File: src/ipv6p_pkg.sv
// ----------------------------------------------------------------------------
// ipv6p_pkg
// shared request types, character codes and hex digit decode for the
// ipv6 text address parser
// ----------------------------------------------------------------------------
package ipv6p_pkg;

    // one character request
    typedef struct packed {
        logic [7:0] ch;
        logic       last;
    } char_t;

    // one parse result
    typedef struct packed {
        logic        valid_res;
        logic [63:0] addr_high;
        logic [63:0] addr_low;
    } result_t;

    // decoded hex digit
    typedef struct packed {
        logic       ok;
        logic [3:0] val;
    } hex_t;

    localparam int unsigned GroupMax = 8;
    localparam int unsigned DigitMax = 4;

    localparam logic [7:0] CH_ZERO  = 8'h30;
    localparam logic [7:0] CH_NINE  = 8'h39;
    localparam logic [7:0] CH_COLON = 8'h3A;
    localparam logic [7:0] CH_UA    = 8'h41;
    localparam logic [7:0] CH_UF    = 8'h46;
    localparam logic [7:0] CH_LA    = 8'h61;
    localparam logic [7:0] CH_LF    = 8'h66;

    function automatic hex_t hex_decode(input logic [7:0] c);
        hex_t h;
        h.ok  = 1'b1;
        h.val = c[3:0];
        if (c >= CH_ZERO && c <= CH_NINE)
        begin
            h.val = c[3:0];
        end
        else if ((c >= CH_LA && c <= CH_LF) || (c >= CH_UA && c <= CH_UF))
        begin
            h.val = 4'(c[3:0] + 4'd9);
        end
        else
        begin
            h.ok = 1'b0;
        end
        return h;
    endfunction

endpackage

File: src/ipv6p_scan.sv
// ----------------------------------------------------------------------------
// ipv6p_scan
// per-character parse state and the result formed on the final character
// ----------------------------------------------------------------------------
module ipv6p_scan
    import ipv6p_pkg::*;
(
    input  logic    clk,
    input  logic    rst_n,
    input  logic    take,
    input  char_t   char_in,
    output result_t result
);

    localparam logic [2:0] PH_START      = 3'd0;
    localparam logic [2:0] PH_LEAD_COLON = 3'd1;
    localparam logic [2:0] PH_GROUP      = 3'd2;
    localparam logic [2:0] PH_COLON      = 3'd3;
    localparam logic [2:0] PH_GAP        = 3'd4;

    // groups before the gap sit at fixed slots, group 0 in slot 7;
    // groups after the gap shift in from the bottom so they end right-aligned
    logic [7:0][15:0] head_reg,   head_next;
    logic [7:0][15:0] tail_reg,   tail_next;
    logic [3:0]       count_reg,  count_next;
    logic [15:0]      accum_reg,  accum_next;
    logic [2:0]       digits_reg, digits_next;
    logic             gap_reg,    gap_next;
    logic [2:0]       phase_reg,  phase_next;
    logic             failed_reg, failed_next;

    hex_t             hex_c;
    logic             commit_c;
    logic [127:0]     addr_c;

    always_comb
    begin
        logic halt;
        halt        = 1'b0;
        hex_c       = hex_decode(char_in.ch);
        head_next   = head_reg;
        tail_next   = tail_reg;
        count_next  = count_reg;
        accum_next  = accum_reg;
        digits_next = digits_reg;
        gap_next    = gap_reg;
        phase_next  = phase_reg;
        failed_next = failed_reg;
        commit_c    = 1'b0;

        if (!failed_reg)
        begin
            if (hex_c.ok)
            begin
                if (phase_reg == PH_LEAD_COLON)
                begin
                    failed_next = 1'b1;
                end
                else
                begin
                    if (phase_reg != PH_GROUP)
                    begin
                        if (count_reg >= 4'(GroupMax))
                        begin
                            failed_next = 1'b1;
                            halt        = 1'b1;
                        end
                        else
                        begin
                            accum_next  = '0;
                            digits_next = '0;
                            phase_next  = PH_GROUP;
                        end
                    end
                    if (!halt)
                    begin
                        if (digits_next >= 3'(DigitMax))
                        begin
                            failed_next = 1'b1;
                        end
                        else
                        begin
                            accum_next  = {accum_next[11:0], hex_c.val};
                            digits_next = digits_next + 3'd1;
                        end
                    end
                end
            end
            else if (char_in.ch == CH_COLON)
            begin
                unique case (phase_reg)
                    PH_START:
                    begin
                        phase_next = PH_LEAD_COLON;
                    end
                    PH_LEAD_COLON:
                    begin
                        gap_next   = 1'b1;
                        phase_next = PH_GAP;
                    end
                    PH_GROUP:
                    begin
                        commit_c   = 1'b1;
                        phase_next = PH_COLON;
                    end
                    PH_COLON:
                    begin
                        if (gap_reg)
                        begin
                            failed_next = 1'b1;
                        end
                        else
                        begin
                            gap_next   = 1'b1;
                            phase_next = PH_GAP;
                        end
                    end
                    default:
                    begin
                        failed_next = 1'b1;
                    end
                endcase
            end
            else
            begin
                failed_next = 1'b1;
            end
        end

        // closing checks on the final character
        if (char_in.last && !failed_next)
        begin
            if (phase_next == PH_GROUP)
            begin
                commit_c = 1'b1;
            end
            else if (phase_next != PH_GAP)
            begin
                failed_next = 1'b1;
            end
        end

        // finish the group being read
        if (commit_c)
        begin
            if (count_next < 4'(GroupMax))
            begin
                if (gap_next)
                begin
                    tail_next = {tail_next[6:0], accum_next};
                end
                else
                begin
                    head_next[~count_next[2:0]] = accum_next;
                end
                count_next = count_next + 4'd1;
            end
            else
            begin
                failed_next = 1'b1;
            end
            accum_next  = '0;
            digits_next = '0;
        end

        if (char_in.last && !failed_next && !gap_next && count_next != 4'(GroupMax))
        begin
            failed_next = 1'b1;
        end

        addr_c           = failed_next ? '0 : (head_next | tail_next);
        result.valid_res = !failed_next;
        result.addr_high = addr_c[127:64];
        result.addr_low  = addr_c[63:0];
    end

    always_ff @(posedge clk or negedge rst_n)
    begin
        if (!rst_n)
        begin
            head_reg   <= '0;
            tail_reg   <= '0;
            count_reg  <= '0;
            accum_reg  <= '0;
            digits_reg <= '0;
            gap_reg    <= 1'b0;
            phase_reg  <= PH_START;
            failed_reg <= 1'b0;
        end
        else if (take)
        begin
            if (char_in.last)
            begin
                head_reg   <= '0;
                tail_reg   <= '0;
                count_reg  <= '0;
                accum_reg  <= '0;
                digits_reg <= '0;
                gap_reg    <= 1'b0;
                phase_reg  <= PH_START;
                failed_reg <= 1'b0;
            end
            else
            begin
                head_reg   <= head_next;
                tail_reg   <= tail_next;
                count_reg  <= count_next;
                accum_reg  <= accum_next;
                digits_reg <= digits_next;
                gap_reg    <= gap_next;
                phase_reg  <= phase_next;
                failed_reg <= failed_next;
            end
        end
    end

endmodule

File: src/ipv6_text_address_parser_top.sv
// ----------------------------------------------------------------------------
// ipv6_text_address_parser_top
// parses the text form of an ipv6 address, one character per request
// ----------------------------------------------------------------------------
// usage
// - char channel: one ascii character per request, last set on the final one
// - res channel: one request per text, valid_res plus the 128-bit address as
//   addr_high (groups 0 to 3) and addr_low (groups 4 to 7), zero when invalid
// - one character is taken every cycle while char_stall is low; the parse state
//   updates in the cycle the character is accepted
// - the result appears in the output register in the cycle after the final
//   character is accepted
// - after each final character the parse state returns to its start values,
//   so the next text may begin in the very next cycle
// - reset clears the parse state and empties the output register
// - while a result waits with res_stall high, char_stall is raised and no
//   further character is taken; once the result leaves, a new result may be
//   loaded in the same cycle
// ----------------------------------------------------------------------------
module ipv6_text_address_parser_top
    import ipv6p_pkg::*;
(
    input  logic    clk,
    input  logic    rst_n,
    // character requests
    input  logic    char_valid,
    output logic    char_stall,
    input  char_t   char_data,
    // result requests
    output logic    res_valid,
    input  logic    res_stall,
    output result_t res_data
);

    result_t res_reg;
    logic    res_valid_reg;
    logic    take;
    result_t result_c;

    // hold the input only while a finished result cannot leave
    assign char_stall = res_valid_reg && res_stall;
    assign take       = char_valid && !char_stall;

    ipv6p_scan u_scan (
        .clk     (clk),
        .rst_n   (rst_n),
        .take    (take),
        .char_in (char_data),
        .result  (result_c)
    );

    // output register, loaded on each accepted final character
    always_ff @(posedge clk or negedge rst_n)
    begin
        if (!rst_n)
        begin
            res_valid_reg <= 1'b0;
        end
        else if (take && char_data.last)
        begin
            res_valid_reg <= 1'b1;
        end
        else if (!res_stall)
        begin
            res_valid_reg <= 1'b0;
        end
    end

    always_ff @(posedge clk)
    begin
        if (take && char_data.last)
        begin
            res_reg <= result_c;
        end
    end

    assign res_valid = res_valid_reg;
    assign res_data  = res_reg;

endmodule
File: config.mk
export PLATFORM = sky130hd
export DESIGN_NAME = ipv6_text_address_parser_top
export DESIGN_NICKNAME = d
export VERILOG_FILES = /design/src/ipv6p_pkg.sv /design/src/ipv6p_scan.sv /design/src/ipv6_text_address_parser_top.sv
export SDC_FILE = /design/constraint.sdc
export NUM_CORES = 1
export LEC_CHECK = 0
export BUFFER_PORTS_ARGS = -buffer_cell sky130_fd_sc_hd__buf_2
export CAP_MARGIN = 20
export CORE_MARGIN = 3
export CORE_UTILIZATION = 50
export CTS_CLUSTER_SIZE = 12
export DETAILED_ROUTE_END_ITERATION = 8
export GPL_ROUTABILITY_DRIVEN = 0
export PLACE_DENSITY = 0.68
export SYNTH_ARGS = -nofsm -noshare
export SYNTH_HDL_FRONTEND = slang
export SYNTH_SLANG_ARGS = --single-unit
File: constraint.sdc
create_clock -name clk -period 14.5 [get_ports clk]
set_input_delay 1.45 -clock clk [delete_from_list [all_inputs] [get_ports clk]]
set_output_delay 1.45 -clock clk [all_outputs]
set_load 0.03 [all_outputs]
==> flow_results.org, run 1 <==
** Floorplan
- Height of the die :: 202 µm
- Floorplan die area :: 40700 µm²
- The floorplan has 71 rows.
- Core ar. :: 37700 µm²
- The floorplan step set the die width to 202 µm.
- Number of I/O pins :: 144
- Initial Util :: 50.8%

** Synth
- Counting every instance in the synthesized netlist gives 1629.
- Post-synth top area share :: 37.2%
- Yosys synthesis warning count :: 0
- Cell types with the highest counts after synthesis :: sky130_fd_sc_hd__dfrtp_1, sky130_fd_sc_hd__nand2_1, sky130_fd_sc_hd__a22o_1
- Async set-reset flop share out of synthesis :: 68.8%
- Average cell area after synthesis :: 11.8 µm²
- Synthesis produced a netlist with a net count of 1649.
- Total of flip-flops plus latches after synthesis :: 414
- Yosys mapped a number of flops with a built-in enable equal to 129.
- Synth area leaders :: sky130_fd_sc_hd__dfrtp_1, sky130_fd_sc_hd__edfxtp_1, sky130_fd_sc_hd__a22o_1
- The number of different library cells used by synthesis comes to 64.
- sky130_fd_sc_hd__dfrtp_1 takes more of the synthesized area than any other cell.
- Most frequently used cell type in the post-synthesis netlist :: sky130_fd_sc_hd__dfrtp_1
- Mapped cell area :: 19200 µm²
- Seq/Total Area, Yosys :: 57.5%
- For this run, the leading register cell type out of synthesis is sky130_fd_sc_hd__dfrtp_1.

** Drt
- Summed over all layers, the routed wires come to 60200 µm.
- Remaining antenna violation count :: 0
- For this run, the detailed router's first-pass iteration total came to 6.
- For this run, design rule violations remaining after detail routing come to 0.
- Number of DRC markers after the initial detailed-route iteration :: 1617
- Routed vias/inst :: 6.64
- Via total after detailed routing :: 14900
- Average wire per standard cell :: 26.7 µm

** Cells and area
- Area added between synthesis and finish :: 13.3%
- Nets@finish :: 1723
- The filler cells instantiated in the layout total 3198.
- Area of combinational cells with multiple inputs :: 7520 µm²
- Inserted Diodes :: 0
- The sequential cells in the finished layout cover a total of 11000 µm².
- Flip-flop count of the largest register after layout :: 129
- Fraction of layout instances using a drive strength above 1 :: 16.2%

** Critical path
- The worst setup path is captured at a flop.
- Critical-path cell with the highest stage delay :: sky130_fd_sc_hd__or3_4
- Critical path class :: primary input to flop
- CP startpoint kind :: primary input
- Grouping stages by cell kind, the critical path spends the most delay in simple AND/OR/NAND/NOR gates.
- At the worst endpoint, the arrival time is 5.77 ns.
- Cells along the critical path :: buf_2, inv_1, ha_1, o21bai_1, nor4b_2, buf_4, and2_1, a31oi_4, or3_4, nor2_4, buf_4, buf_12, a22o_1
- The largest single stage delay on the critical path is 0.76 ns.
- Along the worst path, the maximum fanout reaches 51.
- For the worst setup path, the data required time is 14.99 ns.
- Critical path buffers and inverters :: 5
- The cell that appears most often on the critical path is sky130_fd_sc_hd__buf_4.

** Timing
- Setup repair after global routing left no endpoint under its margin.
- At the pin with the least slew margin, the transition time is 1.13 ns.
- Hold is met by 0.475 ns.
- In the finished design, the share of the clock period the worst path needs comes to 36.4%.
- Setup violations remaining at the end of the flow were counted as 0.
- Relative slew margins :: 24.7%
- Total count of hold-check failures in the final report :: 0
- The clock period could shrink to 5.28 ns.
- Static timing analysis puts the maximum clock frequency at 190 MHz.
- Across the routed clock network, the largest skew measured is 0.0200 ns.
- Number of max-slew violations in the final report :: 0
- In the final timing run, aggregate negative setup slack is 0 ns.

** Clocking
- After clock tree synthesis, the repair step resized 0 gates.
- In this run the number of H-tree levels came out at 2.
- The cell sitting at the root of the clock tree is a sky130_fd_sc_hd__clkbuf_16.
- In this run the deepest clock path goes through 3 buffers.
- TritonCTS clock tree :: done
- After clock tree synthesis, the setup repair step added 0 buffers.
- Number of buffers inserted by hold repair at cts :: 0
- Counting every sink on the clock net gives 414.
- Number of CTS-inserted buffers :: 45
- The later pin in the worst-skew pair is clocked with a latency of 0.56 ns.
- Clock-pin slew was measured on the worst setup and hold paths at 0.06 ns.

** Power
- Largest vdd supply drop :: 0.0786 mV
- Leakage Power :: 8.39 nW
- Total chip power :: 2.55 mW
- Power density over cell area :: 118 nW/µm²

** GRT
- Initial antenna violation count :: 2
- Global route overflow :: 0
- GRT busiest layer :: met2
- For met2 alone, demand over resource in global routing was 43.3%.
- For this run, global-route usage on met3 was measured as 6.07%.
- Pin count of the biggest net entering global routing :: 129
- Global routing consumed, on the met1 layer, 41.1% of the routing resources.
- Overall track demand over capacity in global routing :: 29.1%
- Number of global-route vias before repair :: 14400
- The first global-routing pass estimated 91500 µm of wire.

** Placement
- Half-perimeter wire length after detailed placement :: 36800 µm
- Count of buffers from port buffering :: 143

** Min path
- Class of the tightest hold or removal check :: flop to flop

** Run status
- Run status :: completed

** Job
- Max-cap violations in this run came to 0.
-- path summary, 6_finish.rpt --
kind / slack (ns) / startpoint / to / cells past startpoint
max reg2reg: 10.14 / u_scan.phase_reg[2] / u_scan.tail_reg[36] / 9
min: 0.48 / u_scan.digits_reg[1] / u_scan.digits_reg[1] / 2
min reg2reg: 0.48 / u_scan.digits_reg[1] / u_scan.digits_reg[1] / 2
max in group asynchronous: 11.30 / rst_n / u_scan.tail_reg[75] / 3
max: 9.22 / char_data[1] / u_scan.tail_reg[36] / 13
min in group asynchronous: 0.90 / rst_n / u_scan.tail_reg[71] / 1
-- metal layers --
| layer | wire, µm | up-vias |
|---|---|---|
| met5 | 27 | - |
| met4 | 3180 | 4 |
| met3 | 5460 | 177 |
| met2 | 26700 | 843 |
| met1 | 24800 | 7516 |
| li1 | - | 6402 |
-- area by class of cell --
type	instances	area share, %
well taps	511	2.95
flip-flops and latches	414	50.7
inverters	10	0.173
clock buffers	75	6.42
clock inverters	9	0.213
multi-input cells	1047	34.7
repair buffers	185	4.86
-- worst min-delay path, cell delays in order (launching register included) --
cell and delay [ns]:
sky130_fd_sc_hd__dfrtp_1 0.34, sky130_fd_sc_hd__nand2_1 0.05, sky130_fd_sc_hd__nand2_1 0.05
-- where the power goes --
part	switching, mW	internal (mW)	leakage (nW)
clock network	0.467	0.653	0.707
logic	0.138	0.0390	2.47
registers	0.0212	1.23	5.22
total	0.626	1.92	8.39
-- through the flow --
| stage | cell area [µm²] | util, % | setup WS, ns | instances |
|---|---|---|---|---|
| finish | 21700 | 57.6 | 9.22 | 2251 |
| global placement | 20200 | 53.7 | 8.77 | 2166 |
| CTS | 21700 | 57.6 | 9.20 | 2250 |
| global route | 21700 | 57.6 | 8.94 | 2251 |
| floorplan | 19200 | - | 6.22 | 1629 |
| detailed placement | 20200 | 53.7 | 8.62 | 2166 |
-- placed cells by master (no fill, tap or decap), types with 3 or more instances in the layout --
master / netlist / routed
sky130_fd_sc_hd__nor2b_1: 6 / 6
sky130_fd_sc_hd__mux2i_1: 136 / 136
sky130_fd_sc_hd__nor2_1: 24 / 22
sky130_fd_sc_hd__nand2b_1: 3 / 3
sky130_fd_sc_hd__buf_4: 5 / 41
sky130_fd_sc_hd__and2_1: 15 / 15
sky130_fd_sc_hd__clkbuf_8: 0 / 9
sky130_fd_sc_hd__nor3_2: 2 / 5
sky130_fd_sc_hd__a222oi_1: 12 / 12
sky130_fd_sc_hd__nor3_1: 25 / 21
sky130_fd_sc_hd__o21ai_1: 5 / 14
sky130_fd_sc_hd__a21oi_1: 16 / 16
sky130_fd_sc_hd__o21ai_0: 120 / 110
sky130_fd_sc_hd__nor2_4: 1 / 3
sky130_fd_sc_hd__clkbuf_1: 79 / 18
sky130_fd_sc_hd__clkbuf_16: 0 / 48
sky130_fd_sc_hd__mux2_2: 4 / 4
sky130_fd_sc_hd__a22oi_1: 18 / 18
sky130_fd_sc_hd__nand3_1: 8 / 8
sky130_fd_sc_hd__clkinv_1: 1 / 4
sky130_fd_sc_hd__clkinv_2: 0 / 4
sky130_fd_sc_hd__o31ai_1: 3 / 3
sky130_fd_sc_hd__a311oi_1: 110 / 110
sky130_fd_sc_hd__edfxtp_1: 129 / 129
sky130_fd_sc_hd__a211oi_1: 5 / 5
sky130_fd_sc_hd__ha_1: 7 / 7
sky130_fd_sc_hd__dfrtp_1: 285 / 285
sky130_fd_sc_hd__inv_1: 9 / 9
sky130_fd_sc_hd__buf_2: 66 / 142
sky130_fd_sc_hd__a22o_1: 237 / 237
sky130_fd_sc_hd__a31oi_1: 5 / 5
sky130_fd_sc_hd__nand2_1: 243 / 241
-- cells by family after synthesis --
group	Yosys count	synth area share [%]
buffers and inverters	168	3.90
multiplexers	141	7.46
adder cells (fa/ha/maj)	7	0.457
flip-flops	414	57.5
AO/OA/AOI/OAI	554	22.8
AND/OR/NAND/NOR	343	7.85
XOR/XNOR	2	0.0915
Note: power is estimated with default switching activity, not from simulation.
==> inputs of run 2 (changes only) <==
--- a/config.mk
+++ b/config.mk
@@ -12,7 +12,7 @@
 export CTS_CLUSTER_SIZE = 12
 export DETAILED_ROUTE_END_ITERATION = 8
 export GPL_ROUTABILITY_DRIVEN = 0
-export PLACE_DENSITY = 0.68
+export PLACE_DENSITY = 0.71
 export SYNTH_ARGS = -nofsm -noshare
 export SYNTH_HDL_FRONTEND = slang
 export SYNTH_SLANG_ARGS = --single-unit
==> constraint.sdc (replaced) <==
create_clock -name clk -period 4.6 [get_ports clk]
set_input_delay 0.46 -clock clk [delete_from_list [all_inputs] [get_ports clk]]
set_output_delay 0.46 -clock clk [all_outputs]
set_load 0.03 [all_outputs]
==> flow_results.org, run 2 (synthesis results as in run 1) <==
** Critical path
- Kind of capture point of the worst setup path :: flop
- The largest individual stage delay along the critical path comes from the cell sky130_fd_sc_hd__nor3b_1.
- Together, buffers and inverters on the worst path number 1.
- Peak fanout along the critical path :: 9
- The number of cells on the worst reg-to-reg path is 8.
- Flop2flop setup slack :: 0.78 ns
- Cells along the critical path :: and2b_1, a21oi_1, o21a_2, nor3b_1, a22o_1, buf_4, mux2i_1, a311oi_1
- Data arrival time of the worst path :: 4.10 ns
- The cell family contributing the most delay on the critical path is compound AO/OA/AOI/OAI gates.
- Start point of the critical path :: u_scan.phase_reg[0]
- Critical path's largest stage delay :: 0.70 ns
- Startpoint of the worst-slack reg-to-reg timing path :: u_scan.phase_reg[0]
- The worst setup path is launched from a flop.
- The critical path is of the flop to flop type.
- Data required time of the critical path :: 4.88 ns
- Reg-to-Reg End :: res_data[63]

** Timing
- Measured against its own limit, the worst slew margin works out to 31.3%.
- On the final layout, the worst clock skew is 0.0139 ns.
- Final critical-path share of the clock period :: 83.0%
- After layout, the minimum clock period comes to 3.82 ns.
- For the final routed database, the setup TNS stands at 0 ns.
- Setup-violating endpoint count in the final report :: 0
- Derived from the worst setup path, the maximum achievable clock frequency is 262 MHz.
- The number of hold violations in the final report is 0.
- Fin Hold WS :: 0.201 ns
- For the pin with the worst max-slew slack, the measured transition is 1.03 ns.
- RSZ-0062 raised after global routing :: no
- The number of slew-limit violations in the final report came to 0.

** Clocking
- Clock-pin slew was measured on the worst setup and hold paths at 0.06 ns.
- In this run the number of H-tree levels came out at 2.
- Number of cells upsized or downsized after cts :: 0
- Number of CTS-inserted buffers :: 44
- TritonCTS built the clock tree.
- The clock drives 414 sinks.
- Largest buffer count on any clock path :: 3
- In this run the clock root is driven by a sky130_fd_sc_hd__clkbuf_16.
- For the worst-skew pair, the clock arrives at the later sink with an insertion delay of 0.56 ns.

** Floorplan
- Height of the die :: 202 µm
- The floorplan step defined a core boundary enclosing 37700 µm².
- Number of I/O pins :: 144
- Initial Util :: 50.8%
- The floorplan step defined a die boundary enclosing 40700 µm².
- Row generation in the floorplan step produced 71 rows.
- In this run the horizontal extent of the chip is 202 µm.

** Cells and area
- At the end of the flow, the number of nets in the layout was 1753.
- Non-filler instance count after layout :: 2280
- Most common cell after layout, fill and taps aside :: sky130_fd_sc_hd__dfrtp_1
- Flip-flop count of the largest register after layout :: 129
- Of the cells placed in the final design, the portion with a size suffix greater than 1 is 17.3%.
- The library cells used most frequently in the layout, excluding fill and tap cells, are sky130_fd_sc_hd__dfrtp_1, sky130_fd_sc_hd__nand2_1, sky130_fd_sc_hd__a22o_1.
- Finished Core Util :: 58.5%
- Relative to the synthesized area, the layout overhead comes to 15.0%.
- Inserted Diodes :: 0

** Drt
- Detailed routing inserted a total of 15400 vias.
- In this run, the number of DRC markers left after iteration 0 of detailed routing was 2139.
- Average wire per standard cell :: 27.8 µm
- Aggregate routed wire length :: 63500 µm
- Once detail routing completed, the nets flagged for antenna violations numbered 0.
- Post-detailed-route DRC marker count :: 0
- In the routed layout, each cell is associated on average with a via count of 6.76.
- The first detailed-routing pass took 6 iterations.

** Min path
- Number of cells on the worst hold path :: 3
- Worst-case hold path end point :: res_valid
- Start point of the worst hold path :: res_stall
- The tightest min-delay check is of the primary input to flop type.

** Power
- Power density over cell area :: 363 nW/µm²
- Per report_power, the sequential group accounts for 49.5% of the total.
- Cell internal power was estimated by the tool at 6.00 mW.
- Net switching power figure :: 1.99 mW
- Leakage Power :: 8.58 nW
- Largest vdd supply drop :: 0.234 mV
- Gate power share :: 7.5%
- Of the total power, the clock network draws 43.0%.
- Net switching fraction of the power :: 24.9%

** GRT
- For this run the aggregate overflow at the end of global routing stands at 0.
- The via count of the first global-routing pass came to 14900.
- First-pass GRT wire length :: 95600 µm
- Global routing used 30.7% of the available tracks across all layers.
- The initial antenna violation count came to 1.
- Entering global routing, the biggest net connects 100 pins.

** Placement
- The wire-length estimate of the detail-placed layout is 39600 µm.
- Number of placed instances, taps included :: 2196
- In this run the tool buffered the top-level ports with 143 buffer cells.

** Job
- Across the run, the number of max-cap violations was 0.

** Run status
- Run status :: completed
==> run 2: cell types whose count changed in the layout (fill, tap and decap cells not counted), moves of 2 or more <==
| cell | delta |
|---|---|
| sky130_fd_sc_hd__o21ai_1 | -4 |
| sky130_fd_sc_hd__clkinv_1 | +3 |
| sky130_fd_sc_hd__buf_4 | +17 |
| sky130_fd_sc_hd__buf_12 | +12 |
| sky130_fd_sc_hd__o21ai_0 | +4 |
| sky130_fd_sc_hd__nor3_1 | +2 |
| sky130_fd_sc_hd__nor3_2 | -2 |
| sky130_fd_sc_hd__clkbuf_8 | -3 |
==> run 2: worst register-to-register path: cells and delay by family, from the launching register on <==
family          cells  cell delay, ns
compound gates      4            1.72
simple gates        2            1.02
flops               1            0.48
buf+inv             1            0.24
mux                 1            0.08
==> run 2: layout make-up <==
type	instances	area, µm²
clock buffer	70	1320
timing repair buffer	216	1450
fill	3064	15600
tap	511	639
inverter	10	37.5
clock inverter	12	63.8
multi-input combinational	1047	7500
sequential	414	11000
==> run 2: layer usage <==
layer  GRT usage (%)  part of all wire (%)
met5               0                 0.017
met4            14.9                   5.5
met3            7.17                    10
met2            45.6                    45
met1            43.0                    39
==> run 2: metrics by stage <==
step	instance area (µm²)	power, mW	worst slack [ns]
after floorplan	19200	4.35	0.969
after global placement	20600	4.60	0.584
after detailed placement	20600	4.61	0.568
after CTS	22000	8.00	0.969
after global routing	22000	8.24	0.854
final	22000	7.99	0.783
==> run 2: repair_timing <==
item,CTS,global route
buffers inserted,0,0
hold buffers,1,0
endpoints found under the hold margin,71,0
==> run 2: worst max path at each step <==
stage | slack, ns | cells past startpoint | endpoint
after global placement | 0.58 | 12 | res_data[28]
after global routing | 0.85 | 8 | res_data[63]
after CTS | 0.97 | 8 | res_data[63]
final | 0.78 | 8 | res_data[63]
after floorplan | 0.97 | 4 | res_data[0]
after detailed placement | 0.57 | 12 | res_data[28]
==> run 2: power groups by stage <==
stage               registers (mW)  logic, mW  clock network, mW
floorplan                     4.07      0.274                  0
global placement              4.02      0.578                  0
detailed placement            4.02      0.588                  0
CTS                           3.95      0.590               3.46
global route                  3.96      0.639               3.64
finish                        3.95      0.595               3.44
==> inputs of run 3 (changes only) <==
--- a/config.mk
+++ b/config.mk
@@ -12,7 +12,7 @@
 export CTS_CLUSTER_SIZE = 12
 export DETAILED_ROUTE_END_ITERATION = 8
 export GPL_ROUTABILITY_DRIVEN = 0
-export PLACE_DENSITY = 0.71
+export PLACE_DENSITY = 0.68
 export SYNTH_ARGS = -nofsm -noshare
 export SYNTH_HDL_FRONTEND = slang
 export SYNTH_SLANG_ARGS = --single-unit
==> constraint.sdc (replaced) <==
create_clock -name clk -period 3.65 [get_ports clk]
set_input_delay 0.365 -clock clk [delete_from_list [all_inputs] [get_ports clk]]
set_output_delay 0.365 -clock clk [all_outputs]
set_load 0.03 [all_outputs]
==> flow_results.org, run 3 (synthesis results as in run 1) <==
** Timing
- Setup violations remaining at the end of the flow were counted as 0.
- Static timing analysis puts the maximum clock frequency at 294 MHz.
- Setup repair after global routing left no endpoint under its margin.
- Relative slew margins :: 24.1%
- Final critical-path share of the clock period :: 93.2%
- Total count of hold-check failures in the final report :: 0
- The number of slew-limit violations in the final report is 0.
- The worst path in the final design needs a cycle of 3.40 ns, including I/O delays and setup.
- Final Skew :: 0.0231 ns
- Adding up every negative setup slack in the final design gives 0 ns.
- Slew at the pin with the worst max-slew slack :: 1.13 ns

** GRT
- After global routing the overflow that remains totals 0.
- Number of global-route vias before repair :: 14800
- Pin count of the biggest net entering global routing :: 99
- Initial antenna violation count :: 0
- Global routing consumed, over all layers together, 30.8% of the routing resources.
- The first global-routing pass estimated 96100 µm of wire.

** Floorplan
- In this run the standard cell core region covers 37700 µm².
- Initial Util :: 50.8%
- Height of the die :: 202 µm
- The floorplan has 71 rows.
- Chip Width :: 202 µm
- For this design the top-level I/O count stands at 144.
- The die covers 40700 µm².

** Clocking
- Setup repair bufs after CTS :: 0
- Cell at the root of the clock tree :: sky130_fd_sc_hd__clkbuf_16
- Largest buffer count on any clock path :: 3
- Source-to-sink clock delay at the later pin of the worst-skew pair :: 0.57 ns
- TritonCTS clock tree :: done
- CTS HTree Levels :: 2
- Clock-pin slew was measured on the worst setup and hold paths at 0.06 ns.
- The clock drives 414 sinks.
- Number of CTS-inserted buffers :: 46

** Critical path
- Kind of capture point of the worst setup path :: flop
- CP delay by family, top :: compound AO/OA/AOI/OAI gates
- The number of cells on the worst reg-to-reg path is 7.
- In this run the worst path has a maximum fanout of 18.
- The endpoint identified for the worst register-to-register timing path is u_scan.head_reg[93].
- Data required time of the critical path :: 4.15 ns
- Startpoint of the worst-slack reg-to-reg timing path :: u_scan.phase_reg[0]
- The critical path is of the flop to flop type.
- At the worst endpoint, the arrival time is 3.90 ns.
- On the critical path, the stage with the largest delay is an instance of sky130_fd_sc_hd__o21ai_1.
- Flop2flop setup slack :: 0.25 ns
- Traced cell by cell, the critical path runs through or3b_4, mux2i_4, o211ai_2, buf_4, o21ai_1, and2_1, a22o_1.
- The worst setup path is launched from a flop.
- The number of buffers and inverters on the critical path is 1.
- Critical path's largest stage delay :: 0.90 ns

** Job
- Total of max-cap violations :: 0

** Cells and area
- Area added between synthesis and finish :: 16.9%
- The library cells used most frequently in the layout, excluding fill and tap cells, are sky130_fd_sc_hd__dfrtp_1, sky130_fd_sc_hd__nand2_1, sky130_fd_sc_hd__a22o_1.
- The register with the most flip-flops in the layout has 129 of them.
- Summing all non-filler instances in the final layout gives an area of 22400 µm².
- The number of antenna diodes in the final layout is 0.
- Fraction of layout instances using a drive strength above 1 :: 18.9%
- The library cell used most frequently in the layout, excluding fill and tap cells, is sky130_fd_sc_hd__dfrtp_1.
- Nets@finish :: 1780
- Layout filler cell count :: 3079

** Min path
- Start point of the worst hold path :: res_stall
- Class of the tightest hold or removal check :: primary input to flop
- Number of cells on the worst hold path :: 3
- The path with the worst hold slack has its endpoint at res_valid.

** Drt
- The final layout contains routed wiring with a total length of 63700 µm.
- The count of nets left with antenna violations once routing finished came out at 0.
- In the final routed layout, each cell accounts on average for 27.6 µm.
- The pre-antenna-repair detailed-routing pass consisted of 5 iterations.
- Number of DRC markers after the initial detailed-route iteration :: 2102
- In the routed design, unresolved DRC markers number 0.
- Routed vias/inst :: 6.68
- For this block, the via count after detailed routing is 15400.

** Run status
- The flow ran to the end, and the final reports show no timing, DRC or antenna violations.

** Power
- Largest vdd supply drop :: 0.281 mV
- Leakage Power :: 8.79 nW
- Dividing total power by cell area gives a power density of 458 nW/µm².

** Placement
- Detailed placement finished with a half-perimeter wire length of 41200 µm.
- Count of buffers from port buffering :: 143
- Area after detailed placement :: 20900 µm²
## run 3: changes by cell type in the layout (fill, tap and decap cells not counted), sizes merged
cell    change
buf        +25
clkbuf      +4
clkinv      -3
inv         +1
## run 3: worst max-delay path by stage
stage	startpoint	to	slack [ns]	cells after the start
2_1_floorplan	char_data[0]	res_data[0]	0.11	4
3_3_place_gp	u_scan.phase_reg[0]	res_data[109]	0.28	8
3_5_place_dp	char_data[4]	res_data[63]	0.26	8
4_1_cts	u_scan.phase_reg[0]	res_data[125]	0.33	8
5_1_grt	u_scan.phase_reg[0]	res_data[125]	0.18	8
6_report	u_scan.phase_reg[0]	u_scan.head_reg[93]	0.25	7
## run 3: repair_timing
action	CTS	global route
endpoints found under the hold margin	93	0
hold buffers	1	0
resized for setup	0	0
## run 3: metal layers
layer,up-vias,GRT usage [%],part of all wire [%]
met5,-,0,0
met4,0,12.5,4.5
met3,159,6.00,9.2
met2,893,46.6,45
met1,7844,44.2,41
li1,6513,-,-
## run 3: cell type report
class / instances / area, µm² / share of cell area [%]
clock inverters: 10 / 76.3 / 0.341
multi-input cells: 1047 / 7500 / 33.5
flip-flops and latches: 414 / 11000 / 49.1
clock buffers: 74 / 1400 / 6.25
repair buffers: 241 / 1730 / 7.74
well taps: 511 / 639 / 2.85
inverters: 10 / 37.5 / 0.168
## run 3: where the power goes
| part | internal, mW | switching (mW) | leakage, nW |
|---|---|---|---|
| clock network | 2.63 | 1.88 | 0.728 |
| registers | 4.89 | 0.0926 | 5.22 |
| logic | 0.190 | 0.578 | 2.84 |
## run 3: worst register-to-register path: cells and delay by family (launching register included)
kind	cells	cell delay [ns]
muxes	1	0.31
and+or+nand+nor	2	1.08
DFF	1	0.46
buffers and inverters	1	0.22
AOI/OAI and AO/OA	3	1.28
## run 3: per-stage QoR
step | instances | util, % | hold slack (ns) | total power [mW] | setup WS, ns
after floorplan | 1629 | - | 0.0694 | 5.48 | 0.114
after global placement | 2221 | 55.4 | 0.456 | 5.81 | 0.277
after detailed placement | 2222 | 55.5 | 0.456 | 5.83 | 0.259
after CTS | 2307 | 59.5 | 0.101 | 10.3 | 0.326
after global routing | 2307 | 59.5 | 0.144 | 10.6 | 0.178
final | 2307 | 59.5 | 0.106 | 10.3 | 0.248
